### src/rtl/bptd_pkg.sv
// ---------------------------------------------------------------------------
// Box points to detection: package
// Widths, status codes, register indexes and the types shared by the block.
// ---------------------------------------------------------------------------
package bptd_pkg;

  localparam int MAX_POINTS = 16;
  localparam int COORD_W    = 20;
  localparam int DIM_W      = COORD_W;
  localparam int COEF_W     = 16;
  localparam int FRAC       = COEF_W - 1;
  localparam int ROUND_C    = 2 ** (FRAC - 1);

  localparam int PROD_W = COEF_W + COORD_W;
  localparam int ACC_W  = PROD_W + 1;
  localparam int SH_W   = ACC_W - FRAC;
  localparam int XF_W   = SH_W + 1;

  localparam int CNT_W  = $clog2(MAX_POINTS + 1);
  localparam int SUM_W  = COORD_W + CNT_W;
  localparam int STEP_W = $clog2(SUM_W + 1);

  localparam int QDEPTH = 2;
  localparam int QPTR_W = $clog2(QDEPTH);
  localparam int QCNT_W = $clog2(QDEPTH + 1);

  localparam int CFG_IDX_W  = 3;
  localparam int CFG_DATA_W = 20;

  localparam logic [CFG_IDX_W-1:0] REG_OFFSET_X = CFG_IDX_W'(0);
  localparam logic [CFG_IDX_W-1:0] REG_OFFSET_Y = CFG_IDX_W'(1);
  localparam logic [CFG_IDX_W-1:0] REG_COS_YAW  = CFG_IDX_W'(2);
  localparam logic [CFG_IDX_W-1:0] REG_SIN_YAW  = CFG_IDX_W'(3);
  localparam logic [CFG_IDX_W-1:0] REG_MIN_DIM  = CFG_IDX_W'(4);
  localparam logic [CFG_IDX_W-1:0] REG_MAX_DIM  = CFG_IDX_W'(5);

  localparam logic signed [COEF_W-1:0] COS_RESET = {1'b0, {(COEF_W-1){1'b1}}};

  localparam int RF_PRED = 0;
  localparam int RF_BAD  = 1;
  localparam int RF_MANY = 2;

  typedef enum logic [2:0] {
    ST_ACCEPTED,
    ST_PREDICTED,
    ST_BAD_POINT,
    ST_TOO_SMALL,
    ST_TOO_LARGE,
    ST_TOO_MANY
  } status_t;

  typedef enum logic [1:0] {
    B_IDLE,
    B_DIV,
    B_EMIT
  } back_state_t;

  typedef struct packed {
    logic signed [COORD_W-1:0] offset_x;
    logic signed [COORD_W-1:0] offset_y;
    logic signed [COEF_W-1:0]  cos_yaw;
    logic signed [COEF_W-1:0]  sin_yaw;
  } xf_cfg_t;

  typedef struct packed {
    logic [DIM_W-1:0] min_dim;
    logic [DIM_W-1:0] max_dim;
  } lim_cfg_t;

  typedef struct packed {
    logic [2:0]                flags;
    logic [CNT_W-1:0]          count;
    logic signed [COORD_W-1:0] min_x;
    logic signed [COORD_W-1:0] max_x;
    logic signed [COORD_W-1:0] min_y;
    logic signed [COORD_W-1:0] max_y;
    logic signed [SUM_W-1:0]   sum_x;
    logic signed [SUM_W-1:0]   sum_y;
  } rec_t;

endpackage

### src/rtl/bptd_queue.sv
// ---------------------------------------------------------------------------
// Box points to detection: object queue
// A short first-in first-out store of finished object records.
// ---------------------------------------------------------------------------
module bptd_queue (
  input  logic           clk,
  input  logic           rst,
  input  logic           push,
  input  bptd_pkg::rec_t push_data,
  output logic           full,
  input  logic           pop,
  output bptd_pkg::rec_t head,
  output logic           empty
);
  import bptd_pkg::*;

  rec_t              mem [QDEPTH];
  logic [QPTR_W-1:0] wr_ptr, rd_ptr;
  logic [QCNT_W-1:0] fill;

  assign full  = (fill == QCNT_W'(QDEPTH));
  assign empty = (fill == '0);
  assign head  = mem[rd_ptr];

  always_ff @(posedge clk) begin
    if (push) begin
      mem[wr_ptr] <= push_data;
    end
  end

  always_ff @(posedge clk) begin
    if (rst) begin
      wr_ptr <= '0;
      rd_ptr <= '0;
      fill   <= '0;
    end else begin
      if (push) begin
        wr_ptr <= (wr_ptr == QPTR_W'(QDEPTH - 1)) ? '0 : wr_ptr + QPTR_W'(1);
      end
      if (pop) begin
        rd_ptr <= (rd_ptr == QPTR_W'(QDEPTH - 1)) ? '0 : rd_ptr + QPTR_W'(1);
      end
      if (push && !pop) begin
        fill <= fill + QCNT_W'(1);
      end else if (pop && !push) begin
        fill <= fill - QCNT_W'(1);
      end
    end
  end
endmodule

### config.mk
export PLATFORM = sky130hd
export DESIGN_NAME = bptd_queue
export DESIGN_NICKNAME = d
export VERILOG_FILES = /design/src/rtl/bptd_pkg.sv /design/src/rtl/bptd_queue.sv
export SDC_FILE = /design/constraint.sdc
export NUM_CORES = 1
export LEC_CHECK = 0
export ABC_AREA = 1
export ABC_CLOCK_PERIOD_IN_PS = 13000
export BUFFER_PORTS_ARGS = -buffer_cell sky130_fd_sc_hd__buf_4
export CAP_MARGIN = 20
export CORE_MARGIN = 8
export CORE_UTILIZATION = 56
export CTS_CLUSTER_DIAMETER = 30
export DETAILED_ROUTE_END_ITERATION = 7
export GPL_TIMING_DRIVEN = 0
export PLACE_DENSITY = 0.95
export SYNTH_ARGS = -nofsm -noshare
export SYNTH_HDL_FRONTEND = slang
export SYNTH_SLANG_ARGS = --single-unit
### constraint.sdc
create_clock -name clk -period 13 [get_ports clk]
set_clock_uncertainty 0.1 [all_clocks]
set_input_delay 1.95 -clock clk [delete_from_list [all_inputs] [get_ports clk]]
set_output_delay 1.95 -clock clk [all_outputs]
set_load 0.01 [all_outputs]
==> impl_summary.md <==
Timing
Setup repair after global routing left no endpoint under its margin. The tightest hold path in the finished design has a slack of 432 ps. At the pin with the least slew margin, the transition time is 949 ps.

The final-report max-slew violation count is 0. Counting I/O delays and the setup requirement, the final critical path takes 3890 ps. The number of hold violations in the final report was 0. After layout, the worst setup slack is 9110 ps. The fraction of the cycle the final worst path needs is 29.9%. Setup violations remaining at the end of the flow were counted as 0. The relative max-transition margin is 36.6%. Based on the critical path, the design can be clocked at up to 257 MHz. After routing, the total negative slack on setup checks comes to 0 ps.

Layout
The layout overhead on the synthesized area is 39.9%. The filler cells instantiated in the layout total 885. The post-route netlist has 61.4% of its cells at a drive strength greater than 1. The most frequent standard cell in the layout excluding fill and tap cells is buf_4.

The net count of the finished layout is 938. For this run, the number of standard cells in the final layout without fillers is 1,061. The top cell types in the final layout, fill and taps aside, are buf_4 (281), edfxtp_1 (276), mux2_2 (138), clkbuf_16 (47), buf_6 (14). The count of antenna diodes in the layout is 0. The finished layout cell area is 14,300 um^2.

Critical path
Of all nets on the critical path, the largest fanout is 10. The depth of the most critical reg-to-reg path is 3. The worst setup path is captured at an output pin.

STA classifies the critical path startpoint as a flop. The critical path class is reg2out. The critical path required time is 10,950 ps. The worst register-to-register path ends at mem[0][89]$_DFFE_PP_. In this run the critical register-to-register path is launched from wr_ptr$_SDFFE_PP0P_. The data arrival time at the worst-slack endpoint is 1840 ps. Setup slack on the worst reg-to-reg path comes out at 10,920 ps. The last element of the critical path is head[13].

Floorplan
For this design the top-level I/O count stands at 282. Measured along the y axis, the die boundary spans 151 um. The floorplan step defined a die boundary enclosing 22,900 um^2. The site row count is 49.

The initial cell density of the core is 57.0%. The die boundary width is 151 um. The core region area is 18,000 um^2.

Status
The run finished with clean final reports.

Clocking
CTS built an H-tree with a depth of 2. Counting every sink on the clock net gives 281. The total of cells resized after clock tree synthesis is 0.

The latest clock arrival within the worst-skew pair is 520 ps. No sink is reached through more buffers than the 3 on the longest clock path. Buffers added to address setup during post-CTS repair amount to 0. The clock tree from TritonCTS is done. In this run, post-CTS hold repair placed 0 buffers. The clock-pin transition on the worst setup and hold timing paths is 50 ps. Counting the buffers created by CTS gives 45. The root buffer cell chosen for the clock tree is clkbuf_16.

Global route
The maximum number of pins on one net before global-route repair is 91. The wire length of the first global-routing pass is 35,300 um. The remaining global-route overflow is 0. The initial antenna violation count came to 0.

In the global route stage, overall resource usage came out at 20.4%. The via count of the first global-routing pass is 6,312.

Logic synthesis
When the netlist entered floorplanning its net count stood at 605. The count of unique library cells instantiated by Yosys is 15. After synthesis, flip-flops and latches occupy 82.0% of the total area. The number of warnings issued by yosys is 0.

After synthesis the cells add up to 10,200 um^2. The synthesized instance count is 462. The average instance in the mapped netlist occupies 22.1 um^2. Counting flops and latches in the post-synthesis netlist gives 281.

Worst hold path
The type of the tightest min-delay check is reg2reg. The worst hold path cell count is 2. The start point of the worst min-delay path is rd_ptr$_SDFFE_PP0P_.

Place
In this run the cell area measured after placement is 12,800 um^2. During placement, the flow inserted port buffers numbering 281. Summed over all nets, the half-perimeter wirelength after detailed placement is 15,900 um. The number of placed instances with taps included is 977. The weighted congestion reported at the end of routability-driven placement is 0.745. The minimum setup slack after placement is 9190 ps.

Power and ir drop
The worst-case vdd ir drop is 0.130 mV. Summed over all cells, the static leakage comes to 5.49 nW. In this run the power density over the cells is 177 nW/um^2.

Flow run
Max-cap violations in this run came to 0.

Detailed routing
The final layout contains routed wiring with a total length of 24,000 um. For this run, design rule violations remaining after detail routing come to 0. The routed via count is 5,602.

In the routed layout, each cell is associated on average with a via count of 5.28. The number of violations reported at the end of detailed-routing iteration 0 is 236. The number of iterations in the first detailed-routing pass is 4.

The wire length per cell after detailed routing is 22.6 um. The number of routed nets with antenna violations is 0.
[worst min-delay path by stage]
stage | to | slack [ps]
4_1_cts | rd_ptr$_SDFFE_PP0P_ | 440
3_3_place_gp | rd_ptr$_SDFFE_PP0P_ | 400
5_1_grt | rd_ptr$_SDFFE_PP0P_ | 460
2_1_floorplan | flop | 380
6_report | rd_ptr$_SDFFE_PP0P_ | 430
3_5_place_dp | flop | 430
[power by group]
group          internal (mW)  switching, mW
clock network          0.809          0.394
registers               1.05         0.0125
logic                  0.139          0.122
total                   2.00          0.528
[metal layers]
layer	wire [um]	track usage (%)
met5	0	0
met4	841	7.97
met3	2120	7.41
met2	12900	37.5
met1	8060	20.7
[layout make-up]
class                           instances  area, um^2  area share, %
Multi-Input combinational cell        157        1650           11.6
Clock buffer                           56        1230           8.59
Inverter                                9        38.8          0.271
Sequential cell                       281        8390           58.6
Timing Repair Buffer                  286        2220           15.5
Buffer                                 15         163           1.14
Clock inverter                         28         327           2.28
Tap cell                              229         287           2.00
[critical path, stage by stage (launching register included)]
cell and delay [ps]:
dfxtp_1 380, buf_6 230, buf_6 180, mux2_2 370
buf_4 160
[cells in the mapped netlist]
cell	instances	area [um^2]
o21ai_0	1	5.00
edfxtp_1	276	8290
buf_2	1	5.00
dfxtp_1	5	100
nor2_1	7	26.3
buf_6	14	158
xnor2_1	1	8.76
nand2_1	5	18.8
ha_1	1	12.5
nand3_1	1	5.00
nor3_1	1	5.00
a21oi_1	1	5.00
inv_1	9	33.8
mux2_2	138	1550
nand4_1	1	6.26
[registers in the layout, summed over array words and instances, names as in the netlist, named ones only]
signal  cells
rd_ptr      1
fill        2
mem       276
wr_ptr      1
[per-stage QoR]
stage | utilization (%) | power [mW]
4_1_cts | 79.7 | 2.55
6_report | 79.7 | 2.53
3_3_place_gp | 70.3 | 1.33
2_1_floorplan | - | 1.20
3_5_place_dp | 71.0 | 1.34
5_1_grt | 79.7 | 2.60
[kinds of logic after synthesis]
group           Yosys count  synth area share (%)
compound gates            2                0.0977
xor+xnor                  1                0.0856
fa+ha+maj                 1                 0.122
buf+inv                  24                  1.92
flops                   281                  82.0
mux                     138                  15.2
simple gates             15                 0.599
Note: power is estimated with default switching activity, not from simulation.
