[src/rtl/bptd_pkg.sv]
// ---------------------------------------------------------------------------
// Box points to detection: package
// Widths, status codes, register indexes and the types shared by the block.
// ---------------------------------------------------------------------------
package bptd_pkg;

  localparam int MAX_POINTS = 16;
  localparam int COORD_W    = 20;
  localparam int DIM_W      = COORD_W;
  localparam int COEF_W     = 16;
  localparam int FRAC       = COEF_W - 1;
  localparam int ROUND_C    = 2 ** (FRAC - 1);

  localparam int PROD_W = COEF_W + COORD_W;
  localparam int ACC_W  = PROD_W + 1;
  localparam int SH_W   = ACC_W - FRAC;
  localparam int XF_W   = SH_W + 1;

  localparam int CNT_W  = $clog2(MAX_POINTS + 1);
  localparam int SUM_W  = COORD_W + CNT_W;
  localparam int STEP_W = $clog2(SUM_W + 1);

  localparam int QDEPTH = 2;
  localparam int QPTR_W = $clog2(QDEPTH);
  localparam int QCNT_W = $clog2(QDEPTH + 1);

  localparam int CFG_IDX_W  = 3;
  localparam int CFG_DATA_W = 20;

  localparam logic [CFG_IDX_W-1:0] REG_OFFSET_X = CFG_IDX_W'(0);
  localparam logic [CFG_IDX_W-1:0] REG_OFFSET_Y = CFG_IDX_W'(1);
  localparam logic [CFG_IDX_W-1:0] REG_COS_YAW  = CFG_IDX_W'(2);
  localparam logic [CFG_IDX_W-1:0] REG_SIN_YAW  = CFG_IDX_W'(3);
  localparam logic [CFG_IDX_W-1:0] REG_MIN_DIM  = CFG_IDX_W'(4);
  localparam logic [CFG_IDX_W-1:0] REG_MAX_DIM  = CFG_IDX_W'(5);

  localparam logic signed [COEF_W-1:0] COS_RESET = {1'b0, {(COEF_W-1){1'b1}}};

  localparam int RF_PRED = 0;
  localparam int RF_BAD  = 1;
  localparam int RF_MANY = 2;

  typedef enum logic [2:0] {
    ST_ACCEPTED,
    ST_PREDICTED,
    ST_BAD_POINT,
    ST_TOO_SMALL,
    ST_TOO_LARGE,
    ST_TOO_MANY
  } status_t;

  typedef enum logic [1:0] {
    B_IDLE,
    B_DIV,
    B_EMIT
  } back_state_t;

  typedef struct packed {
    logic signed [COORD_W-1:0] offset_x;
    logic signed [COORD_W-1:0] offset_y;
    logic signed [COEF_W-1:0]  cos_yaw;
    logic signed [COEF_W-1:0]  sin_yaw;
  } xf_cfg_t;

  typedef struct packed {
    logic [DIM_W-1:0] min_dim;
    logic [DIM_W-1:0] max_dim;
  } lim_cfg_t;

  typedef struct packed {
    logic [2:0]                flags;
    logic [CNT_W-1:0]          count;
    logic signed [COORD_W-1:0] min_x;
    logic signed [COORD_W-1:0] max_x;
    logic signed [COORD_W-1:0] min_y;
    logic signed [COORD_W-1:0] max_y;
    logic signed [SUM_W-1:0]   sum_x;
    logic signed [SUM_W-1:0]   sum_y;
  } rec_t;

endpackage

[src/rtl/bptd_point_if.sv]
// ---------------------------------------------------------------------------
// Box points to detection: point channel
// One corner point per item, with its object-level flags.
// ---------------------------------------------------------------------------
interface bptd_point_if;
  import bptd_pkg::*;

  logic                      valid;
  logic                      ready;
  logic signed [COORD_W-1:0] point_x;
  logic signed [COORD_W-1:0] point_y;
  logic                      point_bad;
  logic                      predicted;
  logic                      last_point;

  modport source (
    output valid, point_x, point_y, point_bad, predicted, last_point,
    input  ready
  );

  modport sink (
    input  valid, point_x, point_y, point_bad, predicted, last_point,
    output ready
  );
endinterface

[src/rtl/bptd_front.sv]
// ---------------------------------------------------------------------------
// Box points to detection: front end
// Rotates and shifts each point in two stages, then folds it into the object
// extremes, sums and flags; the last point pushes the object record.
// ---------------------------------------------------------------------------
module bptd_front (
  input  logic             clk,
  input  logic             rst,
  input  bptd_pkg::xf_cfg_t xf,
  bptd_point_if.sink       points,
  output logic             push,
  output bptd_pkg::rec_t   push_data,
  input  logic             q_full
);
  import bptd_pkg::*;

  function automatic logic signed [COORD_W-1:0] shift_sat(
    input logic signed [COORD_W-1:0] off,
    input logic signed [ACC_W-1:0]   acc
  );
    logic signed [SH_W-1:0] sh;
    logic signed [XF_W-1:0] t;
    sh = SH_W'(acc >>> FRAC);
    t  = XF_W'(off) + XF_W'(sh);
    if ((&t[XF_W-1:COORD_W-1]) || !(|t[XF_W-1:COORD_W-1])) begin
      return t[COORD_W-1:0];
    end else if (t[XF_W-1]) begin
      return {1'b1, {(COORD_W-1){1'b0}}};
    end else begin
      return {1'b0, {(COORD_W-1){1'b1}}};
    end
  endfunction

  logic                      advance;
  logic                      s1_valid, s1_bad, s1_pred, s1_last;
  logic signed [PROD_W-1:0]  p_cx, p_sy, p_sx, p_cy;
  logic                      s2_valid, s2_bad, s2_pred, s2_last;
  logic signed [COORD_W-1:0] s2_x, s2_y;
  logic signed [ACC_W-1:0]   acc_x, acc_y;
  rec_t                      acc, acc_next;

  assign advance       = !(s2_valid && s2_last && q_full);
  assign points.ready  = advance;

  always_ff @(posedge clk) begin
    if (rst) begin
      s1_valid <= 1'b0;
    end else if (advance) begin
      s1_valid <= points.valid;
    end
  end

  always_ff @(posedge clk) begin
    if (advance) begin
      s1_bad  <= points.point_bad;
      s1_pred <= points.predicted;
      s1_last <= points.last_point;
      p_cx    <= PROD_W'(xf.cos_yaw * points.point_x);
      p_sy    <= PROD_W'(xf.sin_yaw * points.point_y);
      p_sx    <= PROD_W'(xf.sin_yaw * points.point_x);
      p_cy    <= PROD_W'(xf.cos_yaw * points.point_y);
    end
  end

  assign acc_x = ACC_W'(p_cx) - ACC_W'(p_sy) + ACC_W'(ROUND_C);
  assign acc_y = ACC_W'(p_sx) + ACC_W'(p_cy) + ACC_W'(ROUND_C);

  always_ff @(posedge clk) begin
    if (rst) begin
      s2_valid <= 1'b0;
    end else if (advance) begin
      s2_valid <= s1_valid;
    end
  end

  always_ff @(posedge clk) begin
    if (advance) begin
      s2_bad  <= s1_bad;
      s2_pred <= s1_pred;
      s2_last <= s1_last;
      s2_x    <= shift_sat(xf.offset_x, acc_x);
      s2_y    <= shift_sat(xf.offset_y, acc_y);
    end
  end

  always_comb begin
    acc_next = acc;
    if (s2_pred) begin
      acc_next.flags[RF_PRED] = 1'b1;
    end
    if (s2_bad) begin
      acc_next.flags[RF_BAD] = 1'b1;
    end else if (acc.count >= CNT_W'(MAX_POINTS)) begin
      acc_next.flags[RF_MANY] = 1'b1;
    end else begin
      if (acc.count == '0) begin
        acc_next.min_x = s2_x;
        acc_next.max_x = s2_x;
        acc_next.min_y = s2_y;
        acc_next.max_y = s2_y;
      end else begin
        if (s2_x < acc.min_x) acc_next.min_x = s2_x;
        if (s2_x > acc.max_x) acc_next.max_x = s2_x;
        if (s2_y < acc.min_y) acc_next.min_y = s2_y;
        if (s2_y > acc.max_y) acc_next.max_y = s2_y;
      end
      acc_next.sum_x = acc.sum_x + SUM_W'(s2_x);
      acc_next.sum_y = acc.sum_y + SUM_W'(s2_y);
      acc_next.count = acc.count + CNT_W'(1);
    end
  end

  assign push      = s2_valid && s2_last && !q_full;
  assign push_data = acc_next;

  always_ff @(posedge clk) begin
    if (rst) begin
      acc <= '0;
    end else if (s2_valid && advance) begin
      acc <= s2_last ? '0 : acc_next;
    end
  end
endmodule

[src/flat_wrapper.sv]
// flat-port wrapper written by rule: the top's interface ports become plain ports
module bptd_front_flat import bptd_pkg::*;
  (clk, rst, xf, push, push_data, q_full, points_valid, points_point_x, points_point_y, points_point_bad, points_predicted, points_last_point, points_ready);
  bptd_point_if points_i ();
  input  logic clk;
  input  logic rst;
  input  bptd_pkg::xf_cfg_t xf;
  output logic push;
  output bptd_pkg::rec_t push_data;
  input  logic q_full;
  input wire logic [$bits(points_i.valid)-1:0] points_valid;
  input wire logic [$bits(points_i.point_x)-1:0] points_point_x;
  input wire logic [$bits(points_i.point_y)-1:0] points_point_y;
  input wire logic [$bits(points_i.point_bad)-1:0] points_point_bad;
  input wire logic [$bits(points_i.predicted)-1:0] points_predicted;
  input wire logic [$bits(points_i.last_point)-1:0] points_last_point;
  output wire logic [$bits(points_i.ready)-1:0] points_ready;
  assign points_i.valid = points_valid;
  assign points_i.point_x = points_point_x;
  assign points_i.point_y = points_point_y;
  assign points_i.point_bad = points_point_bad;
  assign points_i.predicted = points_predicted;
  assign points_i.last_point = points_last_point;
  assign points_ready = points_i.ready;
  bptd_front u_core (.clk(clk), .rst(rst), .xf(xf), .points(points_i), .push(push), .push_data(push_data), .q_full(q_full));
endmodule
[config.mk]
export PLATFORM = sky130hd
export DESIGN_NAME = bptd_front_flat
export DESIGN_NICKNAME = d
export VERILOG_FILES = /design/src/rtl/bptd_pkg.sv /design/src/rtl/bptd_point_if.sv /design/src/rtl/bptd_front.sv /design/src/flat_wrapper.sv
export SDC_FILE = /design/constraint.sdc
export NUM_CORES = 2
export LEC_CHECK = 0
export ABC_AREA = 0
export BUFFER_PORTS_ARGS = -buffer_cell sky130_fd_sc_hd__buf_4
export CAP_MARGIN = 40
export CORE_ASPECT_RATIO = 0.5
export CORE_MARGIN = 2
export CORE_UTILIZATION = 60
export CTS_CLUSTER_DIAMETER = 80
export CTS_CLUSTER_SIZE = 8
export DETAILED_ROUTE_END_ITERATION = 7
export PLACE_DENSITY_LB_ADDON = 0.3
export SKIP_CTS_REPAIR_TIMING = 1
export SYNTH_ARGS = -nofsm -noshare
export SYNTH_HDL_FRONTEND = slang
export SYNTH_SLANG_ARGS = --single-unit
[constraint.sdc]
create_clock -name clk -period 20.8 [get_ports clk]
set_input_delay 3.12 -clock clk [delete_from_list [all_inputs] [get_ports clk]]
set_output_delay 3.12 -clock clk [all_outputs]
set_load 0.02 [all_outputs]
==> flow_summary.toml <==
[timing]
whs_ps = 416
finalMaxSlewViolations = 0
setup_viol = 0
max_freq_mhz = 98.1
period_needed_ps = 10200
relSlewSlack = 0.316
rsz0062_at_grt = "false"
clock-skew-final_ps = 54.3
hold_violations = 0
period_share = 0.490
fin_tns_setup_ps = 0
max_slew.worst_pin.slew_ps = 1020

[critical_path]
critical_path.cell_chain = "buf_4 -> inv_1 -> buf_4 -> nor2_1 -> fa_1 -> fa_1 -> fa_1 -> fa_1 -> fa_1 -> inv_1 -> fa_1 -> inv_1 -> ha_1 -> nand3_1 -> nor3_1 -> o311ai_1 -> a31oi_1 -> o221ai_1 -> a21oi_1 -> o21ai_1 -> and4b_1 -> or4b_1"
slowest_delay_ps = 540
worstPathArrival_ps = 10580
cp_slowest_cell = "fa_1"
crit_type = "input pin to flop"
crit_required_ps = 21180
cp-end-kind = "flop"
critPathMaxFanout = 18
cp_common_cell = "fa_1"
critPathLaunchType = "input pin"

[yosys]
syn_area_per_cell_um2 = 9.25
synthArstFlopShare = 0
synth-simple-area-share = 0.139
synth_top_area_cell = "fa_1"
synth_nets = 9473
ys_warn_count = 0
yosys-top-cells-area = "fa_1 (37%), ha_1 (12%), inv_1 (8.5%), edfxtp_1 (8.3%), and2_1 (5.5%)"
synth_cell_types = 84
synth_compound_area_frac = 0.0963
synthFlopType = "edfxtp_1"
synth_top_family_by_area = "adder cells"
yosysMostFrequentCell = "inv_1"
synthMuxAreaShare = 0.00802
synthAdderAreaFrac = 0.495
seq_area_frac_synth = 0.124
synth_edf_count = 190
synth-seq-cells = 330
netlist_top_cells_count = "inv_1 (1550), fa_1 (1276), nand2_1 (846), ha_1 (670), and2_1 (598)"
synth_cells = 7408
netlist_area_um2 = 68500
yosysTopAreaCellShare = 0.373
yosys.area_share.xor_xnor = 0.0344

[drt]
dr_wl_met3_mm = 16.2
wl_mm = 170
firstDrtPassIters = 8
vias = 50600
met1Wirelength_mm = 74.4
routed.top_layer = "met5"
post_drt_via_cell_ratio = 5.64
drc = 0
drt_iter0_markers = 4122
routedWlPerCell_um = 18.9
drt.antenna.violating_nets = 0
dr_wl_met2_mm = 73.7

[final_layout]
multiInputGateArea_um2 = 53000
seq_area_um2 = 8510
stdcell_area_um2 = 72900
syn_to_final_growth_pct = 6.44
nets = 9507
layout-drive-gt1-share = 0.0599
nFillCells = 9211

[global_route]
first_global_vias = 52500
grt_max_degree = 73
grt_pass1_wl_mm = 280
antenna_found_initial = 13
grt.total_usage = 0.302
grt_overflow = 0

[clocking]
root_buffer = "clkbuf_16"
path_clk_slew_ps = 50
cts_tree = "built"
cts_buffers = 48
htree_levels = 2
clk_latency_ps = 650
cts.sinks = 330
clock_path_buffers = 3

[place]
gp_congestion = 0.948
dpl.hpwl_mm = 131
io_buffers = 258
dpl_cell_area_um2 = 71500

[floorplanning]
die_w_um = 482
core-area_um2 = 113000
die_y_um = 243
io_pins = 259
num_rows = 87
die_area_um2 = 117000
initial_utilization = 0.606

[status]
status = "finished, final reports clean"

[run]
maxCapViolCount = 0

[hold_path]
min_path_type = "flop to flop"
## final timing paths
kind	cells past startpoint	start	slack (ps)	end
setup / recovery	22	xf[15]	10600	u_core.p_sy[33]
hold / removal	0	u_core.s1_bad	420	u_core.s2_bad
setup reg to reg	23	u_core.p_sy[19]	13500	u_core.s2_x[17]
hold reg to reg	0	u_core.s1_bad	420	u_core.s2_bad
## registers in the layout, summed over array words and instances (netlist names)
name             cells
u_core.acc         138
u_core.p_cx         36
u_core.p_cy         36
u_core.p_sx         36
u_core.p_sy         36
u_core.s1_bad        1
u_core.s1_last       1
u_core.s1_pred       1
u_core.s1_valid      1
u_core.s2_bad        1
u_core.s2_last       1
u_core.s2_pred       1
u_core.s2_valid      1
u_core.s2_x         20
u_core.s2_y         20
## metrics by stage
stage,utilization,std cells,setup slack (ps)
6_report,0.645,8988,10600
5_1_grt,0.645,8987,10290
4_1_cts,0.645,8971,10830
3_5_place_dp,0.632,8898,10150
3_3_place_gp,0.631,8886,10280
2_1_floorplan,-,7408,10030
## per-layer routing
layer  vias to the layer above  track usage
met2                      2020        0.454
met1                     25200        0.441
met3                       255       0.0655
li1                      23100            -
met4                         2       0.0869
met5                         -       0.0123
## area by class of cell
cell class | instances | area share
antenna | 10 | 0.000343
clock buffer | 69 | 0.0178
clock inverter | 4 | 0.00106
inverter | 1551 | 0.0798
multi-input combinational | 5214 | 0.727
sequential | 330 | 0.117
tap | 1513 | 0.0260
timing repair buffer | 297 | 0.0311
## layout by cell type (no fill, tap or decap), types with 198 or more instances in the layout
master	count
inv_1	1550
fa_1	1276
o21ai_0	207
and2_1	598
a21oi_1	226
nor2_1	247
ha_1	670
buf_4	290
nand2_1	846
xnor2_1	198
## critical path: cells and delay by family
kind | cells | cell delay, ps
AND/OR/NAND/NOR | 5 | 1300
AO/OA/AOI/OAI | 5 | 1630
buffers and inverters | 5 | 1230
adder cells (fa/ha/maj) | 7 | 3280
## kinds of logic after synthesis
group,after synthesis
simple gates,1972
fa+ha+maj,1947
buf+inv,1864
compound gates,977
flops,330
xor+xnor,269
mux,49
Power is not shown: default switching activity piles up to over one toggle a cycle in this logic, so the estimate is an artifact.
