$ cat src/rtl/bptd_pkg.sv
// ---------------------------------------------------------------------------
// Box points to detection: package
// Widths, status codes, register indexes and the types shared by the block.
// ---------------------------------------------------------------------------
package bptd_pkg;

  localparam int MAX_POINTS = 16;
  localparam int COORD_W    = 20;
  localparam int DIM_W      = COORD_W;
  localparam int COEF_W     = 16;
  localparam int FRAC       = COEF_W - 1;
  localparam int ROUND_C    = 2 ** (FRAC - 1);

  localparam int PROD_W = COEF_W + COORD_W;
  localparam int ACC_W  = PROD_W + 1;
  localparam int SH_W   = ACC_W - FRAC;
  localparam int XF_W   = SH_W + 1;

  localparam int CNT_W  = $clog2(MAX_POINTS + 1);
  localparam int SUM_W  = COORD_W + CNT_W;
  localparam int STEP_W = $clog2(SUM_W + 1);

  localparam int QDEPTH = 2;
  localparam int QPTR_W = $clog2(QDEPTH);
  localparam int QCNT_W = $clog2(QDEPTH + 1);

  localparam int CFG_IDX_W  = 3;
  localparam int CFG_DATA_W = 20;

  localparam logic [CFG_IDX_W-1:0] REG_OFFSET_X = CFG_IDX_W'(0);
  localparam logic [CFG_IDX_W-1:0] REG_OFFSET_Y = CFG_IDX_W'(1);
  localparam logic [CFG_IDX_W-1:0] REG_COS_YAW  = CFG_IDX_W'(2);
  localparam logic [CFG_IDX_W-1:0] REG_SIN_YAW  = CFG_IDX_W'(3);
  localparam logic [CFG_IDX_W-1:0] REG_MIN_DIM  = CFG_IDX_W'(4);
  localparam logic [CFG_IDX_W-1:0] REG_MAX_DIM  = CFG_IDX_W'(5);

  localparam logic signed [COEF_W-1:0] COS_RESET = {1'b0, {(COEF_W-1){1'b1}}};

  localparam int RF_PRED = 0;
  localparam int RF_BAD  = 1;
  localparam int RF_MANY = 2;

  typedef enum logic [2:0] {
    ST_ACCEPTED,
    ST_PREDICTED,
    ST_BAD_POINT,
    ST_TOO_SMALL,
    ST_TOO_LARGE,
    ST_TOO_MANY
  } status_t;

  typedef enum logic [1:0] {
    B_IDLE,
    B_DIV,
    B_EMIT
  } back_state_t;

  typedef struct packed {
    logic signed [COORD_W-1:0] offset_x;
    logic signed [COORD_W-1:0] offset_y;
    logic signed [COEF_W-1:0]  cos_yaw;
    logic signed [COEF_W-1:0]  sin_yaw;
  } xf_cfg_t;

  typedef struct packed {
    logic [DIM_W-1:0] min_dim;
    logic [DIM_W-1:0] max_dim;
  } lim_cfg_t;

  typedef struct packed {
    logic [2:0]                flags;
    logic [CNT_W-1:0]          count;
    logic signed [COORD_W-1:0] min_x;
    logic signed [COORD_W-1:0] max_x;
    logic signed [COORD_W-1:0] min_y;
    logic signed [COORD_W-1:0] max_y;
    logic signed [SUM_W-1:0]   sum_x;
    logic signed [SUM_W-1:0]   sum_y;
  } rec_t;

endpackage

$ cat src/rtl/bptd_det_if.sv
// ---------------------------------------------------------------------------
// Box points to detection: detection channel
// One finished detection per item.
// ---------------------------------------------------------------------------
interface bptd_det_if;
  import bptd_pkg::*;

  logic                      valid;
  logic                      ready;
  logic [2:0]                status;
  logic signed [COORD_W-1:0] center_x;
  logic signed [COORD_W-1:0] center_y;
  logic [DIM_W-1:0]          box_length;
  logic [DIM_W-1:0]          box_width;

  modport source (
    output valid, status, center_x, center_y, box_length, box_width,
    input  ready
  );

  modport sink (
    input  valid, status, center_x, center_y, box_length, box_width,
    output ready
  );
endinterface

$ cat src/rtl/bptd_back.sv
// ---------------------------------------------------------------------------
// Box points to detection: back end
// Grades each object record, divides the sums of an accepted record by the
// point count one bit a cycle, and holds the detection in an output register.
// ---------------------------------------------------------------------------
module bptd_back (
  input  logic              clk,
  input  logic              rst,
  input  bptd_pkg::lim_cfg_t lim,
  input  logic              q_empty,
  input  bptd_pkg::rec_t    head,
  output logic              pop,
  bptd_det_if.source        dets
);
  import bptd_pkg::*;

  function automatic logic [CNT_W+SUM_W-1:0] div_step(
    input logic [CNT_W-1:0] rem,
    input logic [SUM_W-1:0] dq,
    input logic [CNT_W-1:0] d
  );
    logic [CNT_W:0] t;
    logic           q;
    t = {rem, dq[SUM_W-1]};
    q = (t >= {1'b0, d});
    if (q) begin
      t = t - {1'b0, d};
    end
    return {t[CNT_W-1:0], dq[SUM_W-2:0], q};
  endfunction

  back_state_t       state, state_next;
  status_t           status_c, status_r, out_status;
  logic [DIM_W-1:0]  len_c, wid_c, len_r, wid_r;
  logic [CNT_W-1:0]  divisor, rem_x, rem_y;
  logic [SUM_W-1:0]  dq_x, dq_y, q_x, q_y;
  logic              neg_x, neg_y;
  logic [STEP_W-1:0] step;
  logic              div_en, emit, slot_free;
  logic              out_valid;
  logic signed [COORD_W-1:0] out_cx, out_cy;
  logic [DIM_W-1:0]  out_len, out_wid;

  assign len_c = head.max_x - head.min_x;
  assign wid_c = head.max_y - head.min_y;

  always_comb begin
    if (head.flags[RF_PRED]) begin
      status_c = ST_PREDICTED;
    end else if (head.flags[RF_BAD]) begin
      status_c = ST_BAD_POINT;
    end else if (head.flags[RF_MANY]) begin
      status_c = ST_TOO_MANY;
    end else if (head.count == '0) begin
      status_c = ST_BAD_POINT;
    end else if (len_c < lim.min_dim || wid_c < lim.min_dim) begin
      status_c = ST_TOO_SMALL;
    end else if (len_c > lim.max_dim || wid_c > lim.max_dim) begin
      status_c = ST_TOO_LARGE;
    end else begin
      status_c = ST_ACCEPTED;
    end
  end

  assign slot_free = !out_valid || dets.ready;

  always_comb begin
    state_next = state;
    case (state)
      B_IDLE: begin
        if (!q_empty) begin
          state_next = (status_c == ST_ACCEPTED) ? B_DIV : B_EMIT;
        end
      end
      B_DIV: begin
        if (step == STEP_W'(SUM_W - 1)) begin
          state_next = B_EMIT;
        end
      end
      B_EMIT: begin
        if (slot_free) begin
          state_next = B_IDLE;
        end
      end
      default: state_next = B_IDLE;
    endcase
  end

  always_comb begin
    pop    = 1'b0;
    div_en = 1'b0;
    emit   = 1'b0;
    case (state)
      B_IDLE:  pop    = !q_empty;
      B_DIV:   div_en = 1'b1;
      B_EMIT:  emit   = slot_free;
      default: pop    = 1'b0;
    endcase
  end

  always_ff @(posedge clk) begin
    if (rst) begin
      state <= B_IDLE;
    end else begin
      state <= state_next;
    end
  end

  always_ff @(posedge clk) begin
    if (pop) begin
      status_r <= status_c;
      len_r    <= (status_c == ST_ACCEPTED) ? len_c : '0;
      wid_r    <= (status_c == ST_ACCEPTED) ? wid_c : '0;
      neg_x    <= head.sum_x[SUM_W-1];
      neg_y    <= head.sum_y[SUM_W-1];
      dq_x     <= head.sum_x[SUM_W-1] ? SUM_W'(-head.sum_x) : SUM_W'(head.sum_x);
      dq_y     <= head.sum_y[SUM_W-1] ? SUM_W'(-head.sum_y) : SUM_W'(head.sum_y);
      rem_x    <= '0;
      rem_y    <= '0;
      divisor  <= head.count;
      step     <= '0;
    end else if (div_en) begin
      {rem_x, dq_x} <= div_step(rem_x, dq_x, divisor);
      {rem_y, dq_y} <= div_step(rem_y, dq_y, divisor);
      step          <= step + STEP_W'(1);
    end
  end

  assign q_x = neg_x ? (~dq_x + SUM_W'(1)) : dq_x;
  assign q_y = neg_y ? (~dq_y + SUM_W'(1)) : dq_y;

  always_ff @(posedge clk) begin
    if (rst) begin
      out_valid <= 1'b0;
    end else if (emit) begin
      out_valid <= 1'b1;
    end else if (dets.ready) begin
      out_valid <= 1'b0;
    end
  end

  always_ff @(posedge clk) begin
    if (emit) begin
      out_status <= status_r;
      out_cx     <= (status_r == ST_ACCEPTED) ? q_x[COORD_W-1:0] : '0;
      out_cy     <= (status_r == ST_ACCEPTED) ? q_y[COORD_W-1:0] : '0;
      out_len    <= len_r;
      out_wid    <= wid_r;
    end
  end

  assign dets.valid      = out_valid;
  assign dets.status     = out_status;
  assign dets.center_x   = out_cx;
  assign dets.center_y   = out_cy;
  assign dets.box_length = out_len;
  assign dets.box_width  = out_wid;
endmodule

$ cat src/flat_wrapper.sv
// flat-port wrapper written by rule: the top's interface ports become plain ports
module bptd_back_flat import bptd_pkg::*;
  (clk, rst, lim, q_empty, head, pop, dets_valid, dets_status, dets_center_x, dets_center_y, dets_box_length, dets_box_width, dets_ready);
  bptd_det_if dets_i ();
  input  logic clk;
  input  logic rst;
  input  bptd_pkg::lim_cfg_t lim;
  input  logic q_empty;
  input  bptd_pkg::rec_t head;
  output logic pop;
  output wire logic [$bits(dets_i.valid)-1:0] dets_valid;
  output wire logic [$bits(dets_i.status)-1:0] dets_status;
  output wire logic [$bits(dets_i.center_x)-1:0] dets_center_x;
  output wire logic [$bits(dets_i.center_y)-1:0] dets_center_y;
  output wire logic [$bits(dets_i.box_length)-1:0] dets_box_length;
  output wire logic [$bits(dets_i.box_width)-1:0] dets_box_width;
  input wire logic [$bits(dets_i.ready)-1:0] dets_ready;
  assign dets_valid = dets_i.valid;
  assign dets_status = dets_i.status;
  assign dets_center_x = dets_i.center_x;
  assign dets_center_y = dets_i.center_y;
  assign dets_box_length = dets_i.box_length;
  assign dets_box_width = dets_i.box_width;
  assign dets_i.ready = dets_ready;
  bptd_back u_core (.clk(clk), .rst(rst), .lim(lim), .q_empty(q_empty), .head(head), .pop(pop), .dets(dets_i));
endmodule
$ cat config.mk
export PLATFORM = sky130hd
export DESIGN_NAME = bptd_back_flat
export DESIGN_NICKNAME = d
export VERILOG_FILES = /design/src/rtl/bptd_pkg.sv /design/src/rtl/bptd_det_if.sv /design/src/rtl/bptd_back.sv /design/src/flat_wrapper.sv
export SDC_FILE = /design/constraint.sdc
export NUM_CORES = 1
export LEC_CHECK = 0
export ABC_AREA = 1
export BUFFER_PORTS_ARGS = -buffer_cell sky130_fd_sc_hd__buf_2
export CORE_MARGIN = 10
export CORE_UTILIZATION = 60
export CTS_CLUSTER_SIZE = 16
export DETAILED_ROUTE_END_ITERATION = 8
export GPL_TIMING_DRIVEN = 0
export HOLD_SLACK_MARGIN = 0.03
export PLACE_DENSITY_LB_ADDON = 0.25
export SETUP_SLACK_MARGIN = 0.02
export SYNTH_ARGS = -nofsm -noshare
export SYNTH_HDL_FRONTEND = slang
export SYNTH_SLANG_ARGS = --single-unit
$ cat constraint.sdc
create_clock -name clk -period 9.7 [get_ports clk]
set_input_delay 0 -clock clk [delete_from_list [all_inputs] [get_ports clk]]
set_output_delay 0 -clock clk [all_outputs]
set_load 0.05 [all_outputs]
==> metrics.txt <==
number of iterations in the first detailed-routing pass=6; register area share after synthesis=0.432; Mapped Nets=1906; crit path to=u_core.state[1]$_SDFFE_PP0P_; Synth cell types=51; start point of the critical path=head[90]; Crit Path Class=in -> reg; cell with the most instances after synthesis=nand2_1; internal cell power=0.00203 W; die area=29000 um2; Post-Syn Area=13600 um2; setup_tns=0 ns; Vias=12300; Worst path max stage delay=0.54 ns; Gate power share=0.363; Leakage Power=7.97 nW; Final min period=3.77 ns; routability-driven placement congestion ratio=0.938; FP Rows=54; Inst Count DP=2137; Finished Layout Cells=2243; CP most frequent cell=inv_1; layout cell share with drive strength beyond 1=0.181; post-synthesis register bit count=201; final slew viol count=0; GRT Total Usage=0.256; # DRC=0; antenna violations before repair=2; cell count of the worst hold path=4; Worst VDD drop=0.152 mV; share of the synthesized area in the top cell type=0.406; Worst setup SP type=primary input; critical path required time=10.09 ns; CP delay by family, top=simple AND/OR/NAND/NOR gates; Reg clk slew, reported paths=0.07 ns; relative slew slack=0.411; vias in the first global route=12200; Synth Warn #=0; DR WL/cell=17.2 um; setup bufs post-CTS=0; post-cts resize count=0; R2R Setup Slk=7.11 ns; Synth Flop Type=edfxtp_1; period utilization=0.388; Post-synth EDFFs=183; Core ar.=22000 um2; max-cap check violation count=0; Fin. Hold Viols=0; RR Endpoint=u_core.dq_y[12]$_DFFE_PP_; clock net sink count=201; Area Overhead vs Synth=23.0%; Sw Ratio=0.382; cts bufs inserted=21; RR Startpoint=u_core.state[1]$_SDFFE_PP0P_; Max Buffers Root-to-Sink=3; PD cells=197 nW/um2; CTS tree=built; initial core utilization=0.615; RSZ-0062 raised after global routing=no; IO Pins=267; P_sw=0.00125 W; clk_skew=0.00981 ns; Detailed Route WL=38600 um; Synth async-reset ratio=0; Die Y-Extent=170 um; Synth area leaders=edfxtp_1 41%, ha_1 12%, nand2_1 8.0%, inv_1 6.8%, a21oi_1 5.0%; Tightest Pin Transition=0.884 ns; Worst path depth=24; die extent in x=170 um; CP max FO=5; DRT iter0 DRCs=1072; # setup viols final=0; Detail Route Antenna Nets=0; CP arrival=4.15 ns; DR vias/cell=5.47; cts hold-fix bufs=66; Mapped Avg Cell Area=8.53 um2; Nets=2264; Critical Path Sink Type=flip-flop; worst-path cell chain=buf_2 > inv_1 > ha_1 > inv_1 > fa_1 > a21o_1 > a21oi_1 > inv_1 > a21oi_1 > xor2_1 > inv_1 > ha_1 > nand2_1 > nor2_1 > nand2_1 > nor2_1 > nand4_1 > nand2_1 > nand3_1 > nor2_2 > nand3_1 > nand2_1 > dlygate4sd3_1 > inv_1; synth cell count leaders=289 x nand2_1, 246 x inv_1, 183 x edfxtp_1; largest net degree at the start of global routing=61; worst path bufs/invs=7; GR Overflow Total=0; H-tree Lvls=1; IO Port Bufs=266; Slowest cell on crit path=dlygate4sd3_1; worst reg2reg path depth=8; Gate Count Post-Synth=1588; clock share of power=0.248; Seq pwr share=0.389; DP HPWL=29600 um; first-pass GRT wire length=60500 um; Clk Latency, worst-skew pair=0.49 ns; leading area contributor after synthesis=edfxtp_1; FMAX=265 MHz; status=completed; type of the worst min-delay path=in -> reg; root buffer cell=clkbuf_16
==> worst min path at each step <==
stage / start / endpoint / slack (ns)
finish: head[33] / u_core.dq_x[8]$_DFFE_PP_ / 0.05
global route: head[110] / u_core.len_r[0]$_SDFFCE_PP0P_ / 0.06
CTS: head[33] / u_core.dq_x[8]$_DFFE_PP_ / 0.03
detailed placement: head[133] / u_core.divisor[3]$_DFFE_PP_ / 0.20
global placement: head[133] / u_core.divisor[3]$_DFFE_PP_ / 0.19
floorplan: rst / u_core.dets.valid$_SDFFE_PP0P_ / 0.07
==> placed cells by master, fill, tap and decap left out, types with 12 or more instances in the layout <==
master	instances
clkbuf_16	21
nand2_1	288
a31oi_1	12
nand3_1	47
nor2_1	155
nor3_1	22
nand4_1	13
inv_1	246
dlygate4sd3_1	66
a21oi_1	136
o21ai_0	128
xnor2_1	17
dfxtp_1	18
clkbuf_1	17
edfxtp_1	183
xor2_1	55
ha_1	132
buf_2	268
==> power by group through the flow <==
stage | registers (W) | clock network [W] | logic, W
floorplan | 0.00146 | 0 | 0.000641
detailed placement | 0.00129 | 0 | 0.00114
finish | 0.00128 | 0.000814 | 0.00119
global route | 0.00130 | 0.000853 | 0.00132
CTS | 0.00127 | 0.000820 | 0.00118
global placement | 0.00130 | 0 | 0.00109
==> cell type report <==
type | count | area, um2
clock inverters | 14 | 161
plain buffers | 26 | 145
inverters | 251 | 942
well taps | 280 | 350
diodes | 3 | 7.51
repair buffers | 335 | 2050
fillers | 1597 | 5360
clock buffers | 23 | 533
flip-flops and latches | 201 | 5860
multi-input cells | 1110 | 6620
==> kinds of logic (layout without fill, tap and decap cells) <==
logic type / after synthesis / after routing / share of synthesized area
buf+inv: 277 / 649 / 0.0800
simple gates: 576 / 576 / 0.181
other cells: 0 / 3 / 0
compound gates: 326 / 326 / 0.132
fa+ha+maj: 136 / 136 / 0.128
xor+xnor: 72 / 72 / 0.0465
flops: 201 / 201 / 0.432
==> per-stage QoR <==
stage                     setup slack, ns  hold WS [ns]   util  area (um2)  total power [W]
after global routing                 5.70        0.0642  0.757       16700          0.00347
after floorplan                      5.07        0.0691      -       13600          0.00210
after detailed placement             5.91         0.196  0.695       15300          0.00243
after global placement               3.89         0.194  0.692       15200          0.00239
after CTS                            6.02        0.0317  0.756       16700          0.00327
final                                5.93        0.0451  0.757       16700          0.00328
==> registers in the layout, summed over array words and instances, names as in the netlist, 5 cells and up <==
| signal | cells |
|---|---|
| u_core.step | 5 |
| u_core.dets.center_y | 20 |
| u_core.dets.box_width | 20 |
| u_core.dq_x | 25 |
| u_core.dets.center_x | 20 |
| u_core.wid_r | 20 |
| u_core.divisor | 5 |
| u_core.rem_y | 5 |
| u_core.dets.box_length | 20 |
| u_core.rem_x | 5 |
| u_core.len_r | 20 |
| u_core.dq_y | 25 |
==> metal layers <==
metal,track usage,share of wire,vias to the layer above
li1,-,-,6082
met1,0.306,0.40,5599
met2,0.461,0.50,516
met3,0.0379,0.071,81
met4,0.0835,0.028,0
met5,0,0,-
==> tightest hold or removal path, delay by kind of cell <==
family	cells	cell delay, ns
buffers and inverters	2	0.20
XOR/XNOR	1	0.07
AO/OA/AOI/OAI	1	0.15
Power figures use the tool's default switching activity.
